**src/hw/rtl/mst_pkg.sv**
```systemverilog
// ----------------------------------------------------------------------------
// mst_pkg: motor status frame table shared definitions
// Command codes, frame checks, pipeline item and table request/response types.
// ----------------------------------------------------------------------------
package mst_pkg;

  localparam int CONTROLLERS_DEF = 8;

  localparam logic       OP_FRAME    = 1'b0;
  localparam logic       OP_QUERY    = 1'b1;
  localparam logic [7:0] CMD_SPEED   = 8'd9;
  localparam logic [7:0] CMD_TEMPS   = 8'd16;
  localparam logic [7:0] CMD_VOLTS   = 8'd27;
  localparam logic [3:0] FRAME_BYTES = 4'd8;

  typedef struct packed {
    logic        operation;
    logic        is_extended;
    logic [28:0] frame_id;
    logic [3:0]  data_length;
    logic [63:0] payload;
    logic [7:0]  query_id;
  } mst_item_t;

  typedef struct packed {
    logic        frame_we;
    logic        query_re;
    logic [7:0]  who;
    logic [7:0]  cmd;
    logic [63:0] data;
  } mst_req_t;

  typedef struct packed {
    logic have;
    logic spd_ok;
    logic tmp_ok;
    logic vlt_ok;
  } mst_rsp_t;

endpackage

```
**src/hw/rtl/mst_if.sv**
```systemverilog
// ----------------------------------------------------------------------------
// mst_if: valid/ready channels of the motor status frame table
// Input channel carries frames and queries; output channel carries status.
// ----------------------------------------------------------------------------
interface mst_in_if;
  logic        valid;
  logic        ready;
  logic        operation;
  logic        is_extended;
  logic [28:0] frame_id;
  logic [3:0]  data_length;
  logic [63:0] payload;
  logic [7:0]  query_id;

  modport source (output valid, operation, is_extended, frame_id, data_length,
                  payload, query_id, input ready);
  modport sink   (input valid, operation, is_extended, frame_id, data_length,
                  payload, query_id, output ready);
endinterface

interface mst_out_if;
  logic               valid;
  logic               ready;
  logic               have_data;
  logic [7:0]         controller;
  logic signed [31:0] erpm;
  logic signed [15:0] motor_current;
  logic signed [15:0] duty;
  logic signed [15:0] fet_temp;
  logic signed [15:0] motor_temp;
  logic signed [15:0] input_voltage;

  modport source (output valid, have_data, controller, erpm, motor_current, duty,
                  fet_temp, motor_temp, input_voltage, input ready);
  modport sink   (input valid, have_data, controller, erpm, motor_current, duty,
                  fet_temp, motor_temp, input_voltage, output ready);
endinterface

```
**src/hw/rtl/motor_status_frame_table_unit.sv**
```systemverilog
// ----------------------------------------------------------------------------
// motor_status_frame_table_unit: CAN motor controller status table
// Captures status frames into a per-controller table and answers queries.
// ----------------------------------------------------------------------------
// Each input-channel transfer is registered; a frame updates the table in the
// next cycle, and a query reads it into the output register once the output
// can advance. One item can be accepted every cycle unless a query waits on a
// stalled output. A frame is stored only with link_ready set, an extended
// identifier and a length of 8; a query returns one result and consumes the
// fresh mark. The table storage is one write and one read per cycle; per-entry
// valid bits make the table read as zero after reset with no clearing pass.
module motor_status_frame_table_unit #(
  parameter int CONTROLLERS = mst_pkg::CONTROLLERS_DEF
) (
  input  logic      clk,
  input  logic      rst_n,
  input  logic      cfg_we,
  input  logic      cfg_wdata,
  mst_in_if.sink    in_ch,
  mst_out_if.source out_ch
);
  import mst_pkg::*;

  logic      link_ready_r;
  logic      s1_valid_r, s1_valid_nxt;
  mst_item_t s1_r;
  logic      out_valid_r, out_valid_nxt;
  logic [7:0] ctrl_r;

  logic      s1_query, s1_go, out_adv, in_take;
  mst_req_t  req;
  mst_rsp_t  rsp;
  logic [31:0] rd_spd;
  logic [15:0] rd_cur, rd_duty, rd_fet, rd_mot, rd_vlt;

  assign s1_query = (s1_r.operation == OP_QUERY);
  assign out_adv  = !out_valid_r || out_ch.ready;
  assign s1_go    = s1_valid_r && (!s1_query || out_adv);
  assign in_ch.ready = !s1_valid_r || s1_go;
  assign in_take  = in_ch.valid && in_ch.ready;

  always_comb begin
    req.frame_we = s1_valid_r && !s1_query && link_ready_r && s1_r.is_extended &&
                   (s1_r.data_length == FRAME_BYTES);
    req.query_re = s1_valid_r && s1_query && out_adv;
    req.who      = s1_query ? s1_r.query_id : s1_r.frame_id[7:0];
    req.cmd      = s1_r.frame_id[15:8];
    req.data     = s1_r.payload;
  end

  always_comb begin
    s1_valid_nxt = in_take || (s1_valid_r && !s1_go);
    if (req.query_re) begin
      out_valid_nxt = 1'b1;
    end else if (out_ch.ready) begin
      out_valid_nxt = 1'b0;
    end else begin
      out_valid_nxt = out_valid_r;
    end
  end

  always_ff @(posedge clk) begin
    if (!rst_n) begin
      link_ready_r <= 1'b0;
      s1_valid_r   <= 1'b0;
      out_valid_r  <= 1'b0;
    end else begin
      if (cfg_we) begin
        link_ready_r <= cfg_wdata;
      end
      s1_valid_r  <= s1_valid_nxt;
      out_valid_r <= out_valid_nxt;
    end
  end

  always_ff @(posedge clk) begin
    if (in_take) begin
      s1_r.operation   <= in_ch.operation;
      s1_r.is_extended <= in_ch.is_extended;
      s1_r.frame_id    <= in_ch.frame_id;
      s1_r.data_length <= in_ch.data_length;
      s1_r.payload     <= in_ch.payload;
      s1_r.query_id    <= in_ch.query_id;
    end
    if (req.query_re) begin
      ctrl_r <= s1_r.query_id;
    end
  end

  mst_table #(
    .CONTROLLERS(CONTROLLERS)
  ) u_table (
    .clk    (clk),
    .rst_n  (rst_n),
    .req    (req),
    .rsp    (rsp),
    .rd_spd (rd_spd),
    .rd_cur (rd_cur),
    .rd_duty(rd_duty),
    .rd_fet (rd_fet),
    .rd_mot (rd_mot),
    .rd_vlt (rd_vlt)
  );

  assign out_ch.valid         = out_valid_r;
  assign out_ch.have_data     = rsp.have;
  assign out_ch.controller    = ctrl_r;
  assign out_ch.erpm          = rsp.spd_ok ? signed'(rd_spd)  : 32'sd0;
  assign out_ch.motor_current = rsp.spd_ok ? signed'(rd_cur)  : 16'sd0;
  assign out_ch.duty          = rsp.spd_ok ? signed'(rd_duty) : 16'sd0;
  assign out_ch.fet_temp      = rsp.tmp_ok ? signed'(rd_fet)  : 16'sd0;
  assign out_ch.motor_temp    = rsp.tmp_ok ? signed'(rd_mot)  : 16'sd0;
  assign out_ch.input_voltage = rsp.vlt_ok ? signed'(rd_vlt)  : 16'sd0;

  // only a query makes a result
  a_result_from_query: assert property (@(posedge clk) disable iff (!rst_n)
    $rose(out_valid_r) |-> $past(s1_valid_r && s1_query))
    else $error("result without query");

  a_query_blocks: assert property (@(posedge clk) disable iff (!rst_n)
    s1_valid_r && s1_query && out_valid_r && !out_ch.ready |-> !in_ch.ready)
    else $error("input taken while query stalled");

  a_no_write_down: assert property (@(posedge clk) disable iff (!rst_n)
    !link_ready_r |-> !req.frame_we)
    else $error("frame stored with link down");

endmodule

```
**src/hw/rtl/mst_table.sv**
```systemverilog
// ----------------------------------------------------------------------------
// mst_table: per-controller status storage
// Stores status frame fields per controller, tracks fresh marks, and returns
// a registered read on query with per-group valid flags.
// ----------------------------------------------------------------------------
module mst_table #(
  parameter int CONTROLLERS = mst_pkg::CONTROLLERS_DEF
) (
  input  logic             clk,
  input  logic             rst_n,
  input  mst_pkg::mst_req_t req,
  output mst_pkg::mst_rsp_t rsp,
  output logic [31:0]      rd_spd,
  output logic [15:0]      rd_cur,
  output logic [15:0]      rd_duty,
  output logic [15:0]      rd_fet,
  output logic [15:0]      rd_mot,
  output logic [15:0]      rd_vlt
);
  import mst_pkg::*;

  localparam int IDX_W = (CONTROLLERS > 1) ? $clog2(CONTROLLERS) : 1;

  logic [31:0] spd_mem  [CONTROLLERS];
  logic [15:0] cur_mem  [CONTROLLERS];
  logic [15:0] duty_mem [CONTROLLERS];
  logic [15:0] fet_mem  [CONTROLLERS];
  logic [15:0] mot_mem  [CONTROLLERS];
  logic [15:0] vlt_mem  [CONTROLLERS];

  logic [CONTROLLERS-1:0] spd_vld_r, tmp_vld_r, vlt_vld_r, fresh_r;
  logic [CONTROLLERS-1:0] spd_vld_nxt, tmp_vld_nxt, vlt_vld_nxt, fresh_nxt;

  logic [31:0] rd_spd_r;
  logic [15:0] rd_cur_r, rd_duty_r, rd_fet_r, rd_mot_r, rd_vlt_r;
  mst_rsp_t    rsp_r, rsp_nxt;

  logic             in_range;
  logic [7:0]       slot_full;
  logic [IDX_W-1:0] slot;
  logic             we_spd, we_tmp, we_vlt;

  assign in_range  = (req.who != 8'd0) && (req.who <= 8'(CONTROLLERS));
  assign slot_full = req.who - 8'd1;
  assign slot      = in_range ? slot_full[IDX_W-1:0] : '0;

  assign we_spd = req.frame_we && in_range && (req.cmd == CMD_SPEED);
  assign we_tmp = req.frame_we && in_range && (req.cmd == CMD_TEMPS);
  assign we_vlt = req.frame_we && in_range && (req.cmd == CMD_VOLTS);

  always_comb begin
    spd_vld_nxt = spd_vld_r;
    tmp_vld_nxt = tmp_vld_r;
    vlt_vld_nxt = vlt_vld_r;
    fresh_nxt   = fresh_r;
    rsp_nxt     = rsp_r;
    if (we_spd) begin
      spd_vld_nxt[slot] = 1'b1;
    end
    if (we_tmp) begin
      tmp_vld_nxt[slot] = 1'b1;
    end
    if (we_vlt) begin
      vlt_vld_nxt[slot] = 1'b1;
    end
    if (we_spd || we_tmp || we_vlt) begin
      fresh_nxt[slot] = 1'b1;
    end
    if (req.query_re) begin
      rsp_nxt.have   = in_range && fresh_r[slot];
      rsp_nxt.spd_ok = rsp_nxt.have && spd_vld_r[slot];
      rsp_nxt.tmp_ok = rsp_nxt.have && tmp_vld_r[slot];
      rsp_nxt.vlt_ok = rsp_nxt.have && vlt_vld_r[slot];
      if (rsp_nxt.have) begin
        fresh_nxt[slot] = 1'b0;
      end
    end
  end

  always_ff @(posedge clk) begin
    if (!rst_n) begin
      spd_vld_r <= '0;
      tmp_vld_r <= '0;
      vlt_vld_r <= '0;
      fresh_r   <= '0;
      rsp_r     <= '0;
    end else begin
      spd_vld_r <= spd_vld_nxt;
      tmp_vld_r <= tmp_vld_nxt;
      vlt_vld_r <= vlt_vld_nxt;
      fresh_r   <= fresh_nxt;
      rsp_r     <= rsp_nxt;
    end
  end

  always_ff @(posedge clk) begin
    if (we_spd) begin
      spd_mem[slot]  <= req.data[63:32];
      cur_mem[slot]  <= req.data[31:16];
      duty_mem[slot] <= req.data[15:0];
    end
    if (we_tmp) begin
      fet_mem[slot] <= req.data[63:48];
      mot_mem[slot] <= req.data[47:32];
    end
    if (we_vlt) begin
      vlt_mem[slot] <= req.data[31:16];
    end
  end

  always_ff @(posedge clk) begin
    if (req.query_re) begin
      rd_spd_r  <= spd_mem[slot];
      rd_cur_r  <= cur_mem[slot];
      rd_duty_r <= duty_mem[slot];
      rd_fet_r  <= fet_mem[slot];
      rd_mot_r  <= mot_mem[slot];
      rd_vlt_r  <= vlt_mem[slot];
    end
  end

  assign rsp     = rsp_r;
  assign rd_spd  = rd_spd_r;
  assign rd_cur  = rd_cur_r;
  assign rd_duty = rd_duty_r;
  assign rd_fet  = rd_fet_r;
  assign rd_mot  = rd_mot_r;
  assign rd_vlt  = rd_vlt_r;

  // a fresh entry always has at least one group written
  a_fresh_backed: assert property (@(posedge clk) disable iff (!rst_n)
    (fresh_r & ~(spd_vld_r | tmp_vld_r | vlt_vld_r)) == '0)
    else $error("fresh mark without stored data");

  a_fresh_cleared: assert property (@(posedge clk) disable iff (!rst_n)
    req.query_re && rsp_nxt.have |=> !fresh_r[$past(slot)])
    else $error("fresh mark survived a hit query");

  a_rsp_flags: assert property (@(posedge clk) disable iff (!rst_n)
    (rsp_r.spd_ok || rsp_r.tmp_ok || rsp_r.vlt_ok) |-> rsp_r.have)
    else $error("group flag set without hit");

endmodule

```
**src/flat_wrapper.sv**
```systemverilog
// flat-port wrapper written by rule: the top's interface ports become plain ports
module motor_status_frame_table_unit_flat import mst_pkg::*;
#(
  parameter int CONTROLLERS = mst_pkg::CONTROLLERS_DEF
)
  (clk, rst_n, cfg_we, cfg_wdata, in_ch_valid, in_ch_operation, in_ch_is_extended, in_ch_frame_id, in_ch_data_length, in_ch_payload, in_ch_query_id, in_ch_ready, out_ch_valid, out_ch_have_data, out_ch_controller, out_ch_erpm, out_ch_motor_current, out_ch_duty, out_ch_fet_temp, out_ch_motor_temp, out_ch_input_voltage, out_ch_ready);
  mst_in_if in_ch_i ();
  mst_out_if out_ch_i ();
  input  logic clk;
  input  logic rst_n;
  input  logic cfg_we;
  input  logic cfg_wdata;
  input wire logic [$bits(in_ch_i.valid)-1:0] in_ch_valid;
  input wire logic [$bits(in_ch_i.operation)-1:0] in_ch_operation;
  input wire logic [$bits(in_ch_i.is_extended)-1:0] in_ch_is_extended;
  input wire logic [$bits(in_ch_i.frame_id)-1:0] in_ch_frame_id;
  input wire logic [$bits(in_ch_i.data_length)-1:0] in_ch_data_length;
  input wire logic [$bits(in_ch_i.payload)-1:0] in_ch_payload;
  input wire logic [$bits(in_ch_i.query_id)-1:0] in_ch_query_id;
  output wire logic [$bits(in_ch_i.ready)-1:0] in_ch_ready;
  output wire logic [$bits(out_ch_i.valid)-1:0] out_ch_valid;
  output wire logic [$bits(out_ch_i.have_data)-1:0] out_ch_have_data;
  output wire logic [$bits(out_ch_i.controller)-1:0] out_ch_controller;
  output wire logic [$bits(out_ch_i.erpm)-1:0] out_ch_erpm;
  output wire logic [$bits(out_ch_i.motor_current)-1:0] out_ch_motor_current;
  output wire logic [$bits(out_ch_i.duty)-1:0] out_ch_duty;
  output wire logic [$bits(out_ch_i.fet_temp)-1:0] out_ch_fet_temp;
  output wire logic [$bits(out_ch_i.motor_temp)-1:0] out_ch_motor_temp;
  output wire logic [$bits(out_ch_i.input_voltage)-1:0] out_ch_input_voltage;
  input wire logic [$bits(out_ch_i.ready)-1:0] out_ch_ready;
  assign in_ch_i.valid = in_ch_valid;
  assign in_ch_i.operation = in_ch_operation;
  assign in_ch_i.is_extended = in_ch_is_extended;
  assign in_ch_i.frame_id = in_ch_frame_id;
  assign in_ch_i.data_length = in_ch_data_length;
  assign in_ch_i.payload = in_ch_payload;
  assign in_ch_i.query_id = in_ch_query_id;
  assign in_ch_ready = in_ch_i.ready;
  assign out_ch_valid = out_ch_i.valid;
  assign out_ch_have_data = out_ch_i.have_data;
  assign out_ch_controller = out_ch_i.controller;
  assign out_ch_erpm = out_ch_i.erpm;
  assign out_ch_motor_current = out_ch_i.motor_current;
  assign out_ch_duty = out_ch_i.duty;
  assign out_ch_fet_temp = out_ch_i.fet_temp;
  assign out_ch_motor_temp = out_ch_i.motor_temp;
  assign out_ch_input_voltage = out_ch_i.input_voltage;
  assign out_ch_i.ready = out_ch_ready;
  motor_status_frame_table_unit #(.CONTROLLERS(CONTROLLERS)) u_core (.clk(clk), .rst_n(rst_n), .cfg_we(cfg_we), .cfg_wdata(cfg_wdata), .in_ch(in_ch_i), .out_ch(out_ch_i));
endmodule
```
**config.mk**
```make
export PLATFORM = sky130hd
export DESIGN_NAME = motor_status_frame_table_unit_flat
export DESIGN_NICKNAME = d
export VERILOG_FILES = /design/src/hw/rtl/mst_pkg.sv /design/src/hw/rtl/mst_if.sv /design/src/hw/rtl/motor_status_frame_table_unit.sv /design/src/hw/rtl/mst_table.sv /design/src/flat_wrapper.sv
export SDC_FILE = /design/constraint.sdc
export NUM_CORES = 1
export LEC_CHECK = 0
export BUFFER_PORTS_ARGS = -buffer_cell sky130_fd_sc_hd__buf_2
export CORE_MARGIN = 2
export CORE_UTILIZATION = 40
export DETAILED_ROUTE_END_ITERATION = 12
export GPL_TIMING_DRIVEN = 0
export MAX_ROUTING_LAYER = met4
export PLACE_DENSITY = 0.66
export SLEW_MARGIN = 10
export SYNTH_ARGS = -nofsm -noshare
export SYNTH_HDL_FRONTEND = slang
export SYNTH_SLANG_ARGS = --single-unit
```
**constraint.sdc**
```tcl
create_clock -name clk -period 6.6 [get_ports clk]
set_input_delay 0.99 -clock clk [delete_from_list [all_inputs] [get_ports clk]]
set_output_delay 0.99 -clock clk [all_outputs]
set_load 0.01 [all_outputs]
```
==> flow_metrics.py, run 1 <==
metrics = {
    "yosys": {
        "mappedNetlistNets": 2451,
        "synth_sequential_area_ratio_pct": 83.1,
        "synth_top_family_by_area": "simple AND/OR/NAND/NOR gates",
        "post_synth_instance_area_mm2": 0.0411,
        "postSynth.asyncResetShare_pct": 0,
        "synth-compound-area-share_pct": 6.80,
        "synth-simple-area-share_pct": 7.98,
        "avg_cell_area_syn_um2": 17.6,
        "synth-xor-area-share_pct": 0.0427,
        "synth.ff_latch_count": 1149,
        "synth.mux.area_fraction_pct": 0.655,
        "synth_adder_area_share_pct": 0.0305,
        "synthFlopType": "edfxtp_1",
        "synth_warnings": 0,
        "synth_cell_types": 45,
        "syn-instance-count": 2337,
        "synth_edf_count": 1110,
    },
    "timing": {
        "tightestPinTransition_ns": 1.29,
        "timing.final.ws_setup_ns": 0.363,
        "rsz0062_at_grt": "false",
        "totalNegativeSetupSlack_ns": 0,
        "drv_slew": 0,
        "timing.final.crit_share_pct": 94.5,
        "fmaxAchievable_mhz": 160,
        "final-setup-viol-count": 0,
        "final-hold-violation-count": 0,
        "final.min_clock_period_ns": 6.24,
        "finClkSkew_ns": 0.0198,
        "slew_headroom_pct": 13.6,
    },
    "power": {
        "pwr-share-clk_pct": 42.7,
        "comb_power_share_pct": 2.0,
        "ir_drop_mv": 0.251,
        "internal_power_mw": 11.7,
        "cellPowerDensity_mw_per_mm2": 302,
        "swShare_pct": 20.2,
        "p_switching_mw": 2.98,
        "pwr-share-seq_pct": 55.3,
        "totalPowerFinal_mw": 14.7,
        "leakage_nw": 16.4,
    },
    "grt": {
        "use_met2_pct": 31.8,
        "global_route.usage.met3_pct": 5.26,
        "number_of_antenna_violations_at_the_first_check_in_global_routing": 8,
        "grt_remaining_overflow": 0,
        "grt_use_total_pct": 20.6,
        "globalRouteMet1Util_pct": 26.9,
        "grt_max_degree": 69,
        "grt_first_pass_wirelength_um": 154000,
        "grt_pass1_vias": 22700,
        "globalRoute.busiestLayer": "met2",
    },
    "routing": {
        "detail_route.iter0.violations": 3877,
        "route.detailed.vias_per_inst": 5.52,
        "detailroute.via_count": 23200,
        "detail_route.wl_per_cell_um": 25.6,
        "detail-route-antenna-nets": 0,
        "drt_first_pass_iters": 9,
        "post-route-drc-count": 0,
        "totalWireLength_um": 107000,
    },
    "layout": {
        "fill_cells": 8465,
        "layout-drive-gt1-share_pct": 19.3,
        "nets": 2841,
        "areaGrowthSynthToFinish_pct": 18.8,
    },
    "flow_run": {
        "total_of_max_cap_violations": 0,
    },
    "cts": {
        "clkSinkCount": 1149,
        "clock_buffers_created_by_tritoncts": 111,
        "path_clk_slew_ns": 0.06,
        "cts_post_setup_buffers_inserted": 0,
        "cts_tree": "yes",
        "cts_root_buffer": "clkbuf_16",
        "post_cts_hold_buffer_count": 0,
        "ctsHtreeMaxLevel": 3,
        "post_cts.resized_instances": 0,
        "clock_path_buffers": 3,
        "insertion_delay_ns": 0.69,
    },
    "placed_design": {
        "port_buffers": 221,
        "detailedPlace.worstSlack_ns": 0.585,
        "place.gp.congestion": 0.816,
        "hpwlAfterDp_um": 69300,
    },
    "run_status": {
        "status": "completed",
    },
    "hold_path": {
        "hold_path.class": "reg -> reg",
        "hold_depth": 0,
    },
    "critical_path": {
        "rr_worst_depth": 13,
        "cp_data_required_time_ns": 7.12,
        "worstSetupStartpointType": "flip-flop",
        "critical_path.endpoint_type": "flip-flop",
        "timing.critical_path.arrival_ns": 6.76,
        "path_class": "reg -> reg",
        "timing.critical_path.fanout_max": 10,
    },
    "floorplanning": {
        "floorplan.die.height_um": 324,
        "die_outline_area_mm2": 0.105,
        "design.core.area_mm2": 0.102,
        "placementRows": 117,
        "die-width_um": 324,
        "ios": 236,
        "starting_density_pct": 40.4,
    },
}
flip-flops by register name (all words and copies together) (netlist names), 4 cells and up:
register and flops:
u_core.out_ch.controller 8, u_core.req 72, u_core.s1_r 21, u_core.u_table.cur_mem 128
u_core.u_table.duty_mem 128, u_core.u_table.fet_mem 128, u_core.u_table.fresh_r 8, u_core.u_table.mot_mem 128
u_core.u_table.rd_cur 16, u_core.u_table.rd_duty 16, u_core.u_table.rd_fet 16, u_core.u_table.rd_mot 16
u_core.u_table.rd_spd 32, u_core.u_table.rd_vlt 16, u_core.u_table.rsp 4, u_core.u_table.spd_mem 256
u_core.u_table.spd_vld_r 8, u_core.u_table.tmp_vld_r 8, u_core.u_table.vlt_mem 128, u_core.u_table.vlt_vld_r 8
cell usage in the layout, fill, tap and decap left out, types with 10 or more instances in the layout:
cell	count
clkinv_1	17
clkbuf_16	115
o21a_1	25
buf_2	261
dfxtp_1	39
buf_1	10
a211oi_1	10
edfxtp_1	1110
a222oi_1	208
buf_8	18
nor2_4	12
nand2_1	416
clkinv_2	28
nand3_1	121
and2_1	112
buf_16	17
a21oi_1	10
clkbuf_1	104
mux2_2	17
a31oi_1	12
buf_12	15
a22oi_1	32
cells by family (layout without fill, tap and decap cells):
family | after synthesis | in the layout
adders and majority gates | 1 | 1
AOI/OAI and AO/OA | 307 | 307
DFF | 1149 | 1149
buffers and inverters | 139 | 623
muxes | 23 | 23
and+or+nand+nor | 716 | 716
xor gates and xnor gates | 2 | 2
other | 0 | 4
power by group through the flow:
stage	registers, mW	logic, mW	clock network, mW
2_1_floorplan	8.26	0.155	0
3_3_place_gp	8.30	0.278	0
3_5_place_dp	8.30	0.290	0
4_1_cts	8.15	0.292	6.35
5_1_grt	8.15	0.317	6.64
6_report	8.15	0.293	6.29
worst paths after layout:
path,start,end,slack [ns]
max reg2reg,u_core.s1_query$_DFFE_PP_,u_core.u_table.rd_spd[16]$_DFFE_PP_,0.36
min reg2reg,u_core.s1_r[6]$_DFFE_PP_,u_core.out_ch.controller[6]$_DFFE_PP_,0.44
max,u_core.s1_query$_DFFE_PP_,u_core.u_table.rd_spd[16]$_DFFE_PP_,0.36
min,u_core.s1_r[6]$_DFFE_PP_,u_core.out_ch.controller[6]$_DFFE_PP_,0.44
synth_stat cells (all sizes together) (2+ instances only):
master / n / area (µm²)
edfxtp: 1110 / 33300
or4: 2 / 15.0
nor4: 7 / 62.6
a211oi: 10 / 75.1
nor3: 16 / 115
or2: 2 / 12.5
a31oi: 12 / 75.1
a21oi: 10 / 50.1
nor2: 26 / 97.6
nand2: 416 / 1560
nor4b: 2 / 17.5
and3: 3 / 18.8
mux2i: 4 / 40.0
inv: 5 / 18.8
buf: 51 / 245
clkbuf: 83 / 313
mux2: 18 / 206
o31ai: 3 / 37.5
a222oi: 208 / 2080
a22oi: 32 / 240
or3: 2 / 17.5
dfxtp: 39 / 781
o21a: 25 / 188
nor2b: 3 / 18.8
o21ai: 5 / 25.0
nand3: 121 / 606
and2: 113 / 707
metal layers:
| layer | vias up | share of wire, % | wire (µm) |
|---|---|---|---|
| met5 | - | 0 | 0 |
| met4 | 0 | 2.6 | 2810 |
| met3 | 185 | 11 | 11600 |
| met2 | 1259 | 47 | 50800 |
| met1 | 11600 | 39 | 42200 |
| li1 | 10100 | - | - |
critical path, cell delays in order, from the launching register on:
cell and delay [ns]:
edfxtp_1 0.40, buf_2 0.27, mux2_2 0.36, buf_2 0.20, inv_2 0.24, clkbuf_1 0.60, ha_1 0.39, nor2b_1 0.20
mux2_4 0.37, nor4_2 1.07, clkbuf_1 0.93, clkbuf_1 0.70, nand2_1 0.15, nand3_1 0.17
metrics by stage:
stage / utilization [%] / cells / cell area, µm² / hold slack, ns
after CTS: 47.9 / 4189 / 48800 / 0.446
after global placement: 43.1 / 3926 / 43900 / 0.435
after detailed placement: 44.4 / 3982 / 45100 / 0.441
after floorplan: - / 2337 / 41100 / 0.426
final: 47.9 / 4193 / 48800 / 0.444
after global routing: 47.9 / 4193 / 48800 / 0.454
area by class of cell:
type | count | area, µm² | area share [%]
diodes | 4 | 10.0 | 0.0205
clock inverters | 63 | 587 | 1.20
well taps | 1368 | 1710 | 3.51
repair buffers | 277 | 2200 | 4.51
flip-flops and latches | 1149 | 34100 | 70.0
inverters | 5 | 23.8 | 0.0487
multi-input cells | 1049 | 6520 | 13.4
clock buffers | 144 | 3050 | 6.25
plain buffers | 134 | 559 | 1.15
No activity file was read; power rests on OpenSTA's default activity.
==> inputs of run 2 (changes only) <==
ABC_AREA = 1   (was unset)
==> run 2 against run 1 <==
Sequential share of layout area shrank 2.1 points. Synthesized cell count grew 33%. Clock power barely moved. Critical path type unchanged. Sequential power barely moved. Utilization fell by 0.32 points. Non-clock buffer count decreased by 27. Register-to-register slack better by 1.5 ns. Die area rose by 4.0%. Count of clock-buffer cells in the layout decreased by 10. Via count grew 11%.
==> flow_metrics.py, run 2 <==
metrics = {
    "floorplanning": {
        "die_outline_area_mm2": 0.109,
        "placementRows": 119,
        "starting_density_pct": 40.5,
        "floorplan.die.height_um": 331,
        "ios": 236,
        "die-width_um": 331,
        "design.core.area_mm2": 0.106,
    },
    "routing": {
        "drt_first_pass_iters": 6,
        "detail_route.iter0.violations": 3081,
        "detail_route.wl_per_cell_um": 23.8,
        "detail-route-antenna-nets": 0,
        "detailroute.via_count": 25700,
        "totalWireLength_um": 118000,
        "topmost_layer_with_routed_signal_wires": "met4",
        "route.detailed.vias_per_inst": 5.16,
        "met3_wirelength_um": 10500,
        "m1WireLength_um": 46100,
        "dr_wl_met2_um": 56900,
        "post-route-drc-count": 0,
    },
    "critical_path": {
        "critical_path.endpoint_type": "flip-flop",
        "timing.critical_path.fanout_max": 16,
        "cp_data_required_time_ns": 7.00,
        "path_class": "reg -> reg",
        "worstSetupStartpointType": "flip-flop",
        "timing.critical_path.arrival_ns": 5.13,
    },
    "placed_design": {
        "place.gp.congestion": 0.822,
        "dpl_cell_area_mm2": 0.0467,
        "port_buffers": 221,
        "place.detailed.instances": 4765,
        "hpwlAfterDp_um": 77800,
    },
    "yosys": {
        "synth.ff_latch_count": 1149,
        "synth_edf_count": 1110,
        "yosys.cell_count.top_type": "edfxtp_1",
        "synth_cell_types": 38,
        "mappedNetlistNets": 3220,
        "syn-instance-count": 3106,
        "post_synth_most_frequent_cells": "edfxtp_1, nand2_1, inv_1",
        "synth_warnings": 0,
        "postSynth.asyncResetShare_pct": 0,
        "netlist.area_leader.share_pct": 78.0,
        "post-synth-top-area-cell": "edfxtp_1",
        "avg_cell_area_syn_um2": 13.8,
        "synth_sequential_area_ratio_pct": 79.9,
        "post_synth_instance_area_mm2": 0.0427,
        "synthFlopType": "edfxtp_1",
        "synth_top_cells_by_area": "edfxtp_1, nand2_1, inv_1",
    },
    "power": {
        "comb_power_share_pct": 1.3,
        "pwr-share-seq_pct": 55.8,
        "p_switching_mw": 2.96,
        "ir_drop_mv": 0.227,
        "cellPowerDensity_mw_per_mm2": 291,
        "pwr-share-clk_pct": 42.9,
        "internal_power_mw": 11.7,
        "totalPowerFinal_mw": 14.6,
        "swShare_pct": 20.2,
        "leakage_nw": 18.7,
    },
    "layout": {
        "finalNonFillerCells": 4977,
        "final_common_cell": "edfxtp_1",
        "final_cell_mix": "edfxtp_1, nand2_1, buf_2",
        "multiInputGateArea_mm2": 0.00720,
        "nets": 3601,
        "layout-drive-gt1-share_pct": 16.3,
        "fill_cells": 9012,
        "regMostFlops": "u_core.u_table.spd_mem",
        "utilization_after_layout_pct": 47.6,
        "post_route_cell_area_mm2": 0.0503,
        "regArea_mm2": 0.0341,
        "areaGrowthSynthToFinish_pct": 17.7,
        "largest_register_ffs": 256,
    },
    "cts": {
        "ctsHtreeMaxLevel": 3,
        "clock_buffers_created_by_tritoncts": 111,
        "clock_path_buffers": 3,
        "clkSinkCount": 1149,
        "insertion_delay_ns": 0.71,
        "post_cts.resized_instances": 0,
        "cts_post_setup_buffers_inserted": 0,
        "path_clk_slew_ns": 0.06,
        "cts_tree": "yes",
        "post_cts_hold_buffer_count": 0,
        "cts_root_buffer": "clkbuf_16",
    },
    "grt": {
        "grt_max_degree": 36,
        "grt_remaining_overflow": 0,
        "grt_pass1_vias": 24200,
        "number_of_antenna_violations_at_the_first_check_in_global_routing": 3,
        "grt_use_total_pct": 22.1,
        "grt_first_pass_wirelength_um": 167000,
    },
    "timing": {
        "drv_slew": 0,
        "slew_headroom_pct": 6.40,
        "final.min_clock_period_ns": 4.74,
        "timing.final.crit_share_pct": 71.7,
        "rsz0062_at_grt": "false",
        "fmaxAchievable_mhz": 211,
        "totalNegativeSetupSlack_ns": 0,
        "finClkSkew_ns": 0.0231,
        "tightestPinTransition_ns": 1.40,
        "final-hold-violation-count": 0,
        "final-setup-viol-count": 0,
    },
    "hold_path": {
        "hold_path.class": "reg -> reg",
    },
    "flow_run": {
        "total_of_max_cap_violations": 0,
    },
    "run_status": {
        "status": "completed",
    },
}
## run 2: cell count changes after synthesis, moves of 25 or more
cell      previous run  this run
a21oi_1             10        70
a222oi_1           208         0
a22o_1               0        55
a22oi_1             32         0
and2_1             113         0
buf_4                1        26
clkbuf_1            82        22
inv_1                4       229
nand2_1            416      1018
nand3_1            121        30
nand4_1              0       129
nor2_1              26       192
o21a_1              25         0
o21ai_0              3        28
## run 2: worst max-delay path, cell delays in order, from the launching register on
cell,delay (ns)
edfxtp_1,0.38
buf_6,0.15
o21ai_1,0.34
buf_2,0.36
ha_1,0.27
nand3_1,0.13
nand2_2,0.17
nand3_4,0.16
nor2_4,0.23
nand2_4,0.15
nor2_2,0.61
inv_1,0.32
nor2_4,0.66
buf_12,0.27
buf_16,0.19
## run 2: final cells by class
cell class / count / share of cell area [%]
sequential: 1149 / 67.9
multi-input combinational: 1601 / 14.3
clock buffer: 134 / 5.80
timing repair buffer: 268 / 4.12
tap: 1391 / 3.46
inverter: 240 / 1.80
clock inverter: 74 / 1.32
buffer: 116 / 1.29
antenna: 4 / 0.0199
## run 2: per-stage QoR
step / hold slack, ns / setup WS [ns]
2_1_floorplan: 0.426 / 0.972
3_3_place_gp: 0.434 / -2.81
3_5_place_dp: 0.443 / 2.01
4_1_cts: 0.435 / 1.91
5_1_grt: 0.448 / 1.78
6_report: 0.457 / 1.86
## run 2: logic make-up after synthesis
logic type	count (synthesis)	share of synthesized area, %
AO/OA/AOI/OAI	183	2.72
buffers and inverters	356	3.62
flip-flops	1149	79.9
adder cells (fa/ha/maj)	1	0.0293
multiplexers	1	0.0234
AND/OR/NAND/NOR	1416	13.7
## run 2: routing by layer
| metal | GRT usage, % | vias up |
|---|---|---|
| met5 | - | - |
| met4 | 9.20 | 0 |
| met3 | 3.87 | 250 |
| met2 | 35.5 | 1251 |
| met1 | 27.9 | 12600 |
| li1 | - | 11600 |
## run 2: path summary, 6_finish.rpt
kind	start	end	slack [ns]	cells past startpoint
worst max-delay path	u_core.s1_query$_DFFE_PP_	u_core.u_table.spd_mem[6][11]$_DFFE_PP_	1.86	14
worst min-delay path	u_core.s1_r[1]$_DFFE_PP_	u_core.out_ch.controller[1]$_DFFE_PP_	0.46	0
worst max register to register	u_core.s1_query$_DFFE_PP_	u_core.u_table.spd_mem[6][11]$_DFFE_PP_	1.86	14
worst min register to register	u_core.s1_r[1]$_DFFE_PP_	u_core.out_ch.controller[1]$_DFFE_PP_	0.46	0
## run 2: power by group through the flow
stage          clock [mW]  combinational (mW)  sequential [mW]
2_1_floorplan           0              0.0916             8.26
3_3_place_gp            0               0.177             8.31
3_5_place_dp            0               0.194             8.30
4_1_cts              6.32               0.195             8.15
5_1_grt              6.61               0.209             8.15
6_report             6.27               0.193             8.15
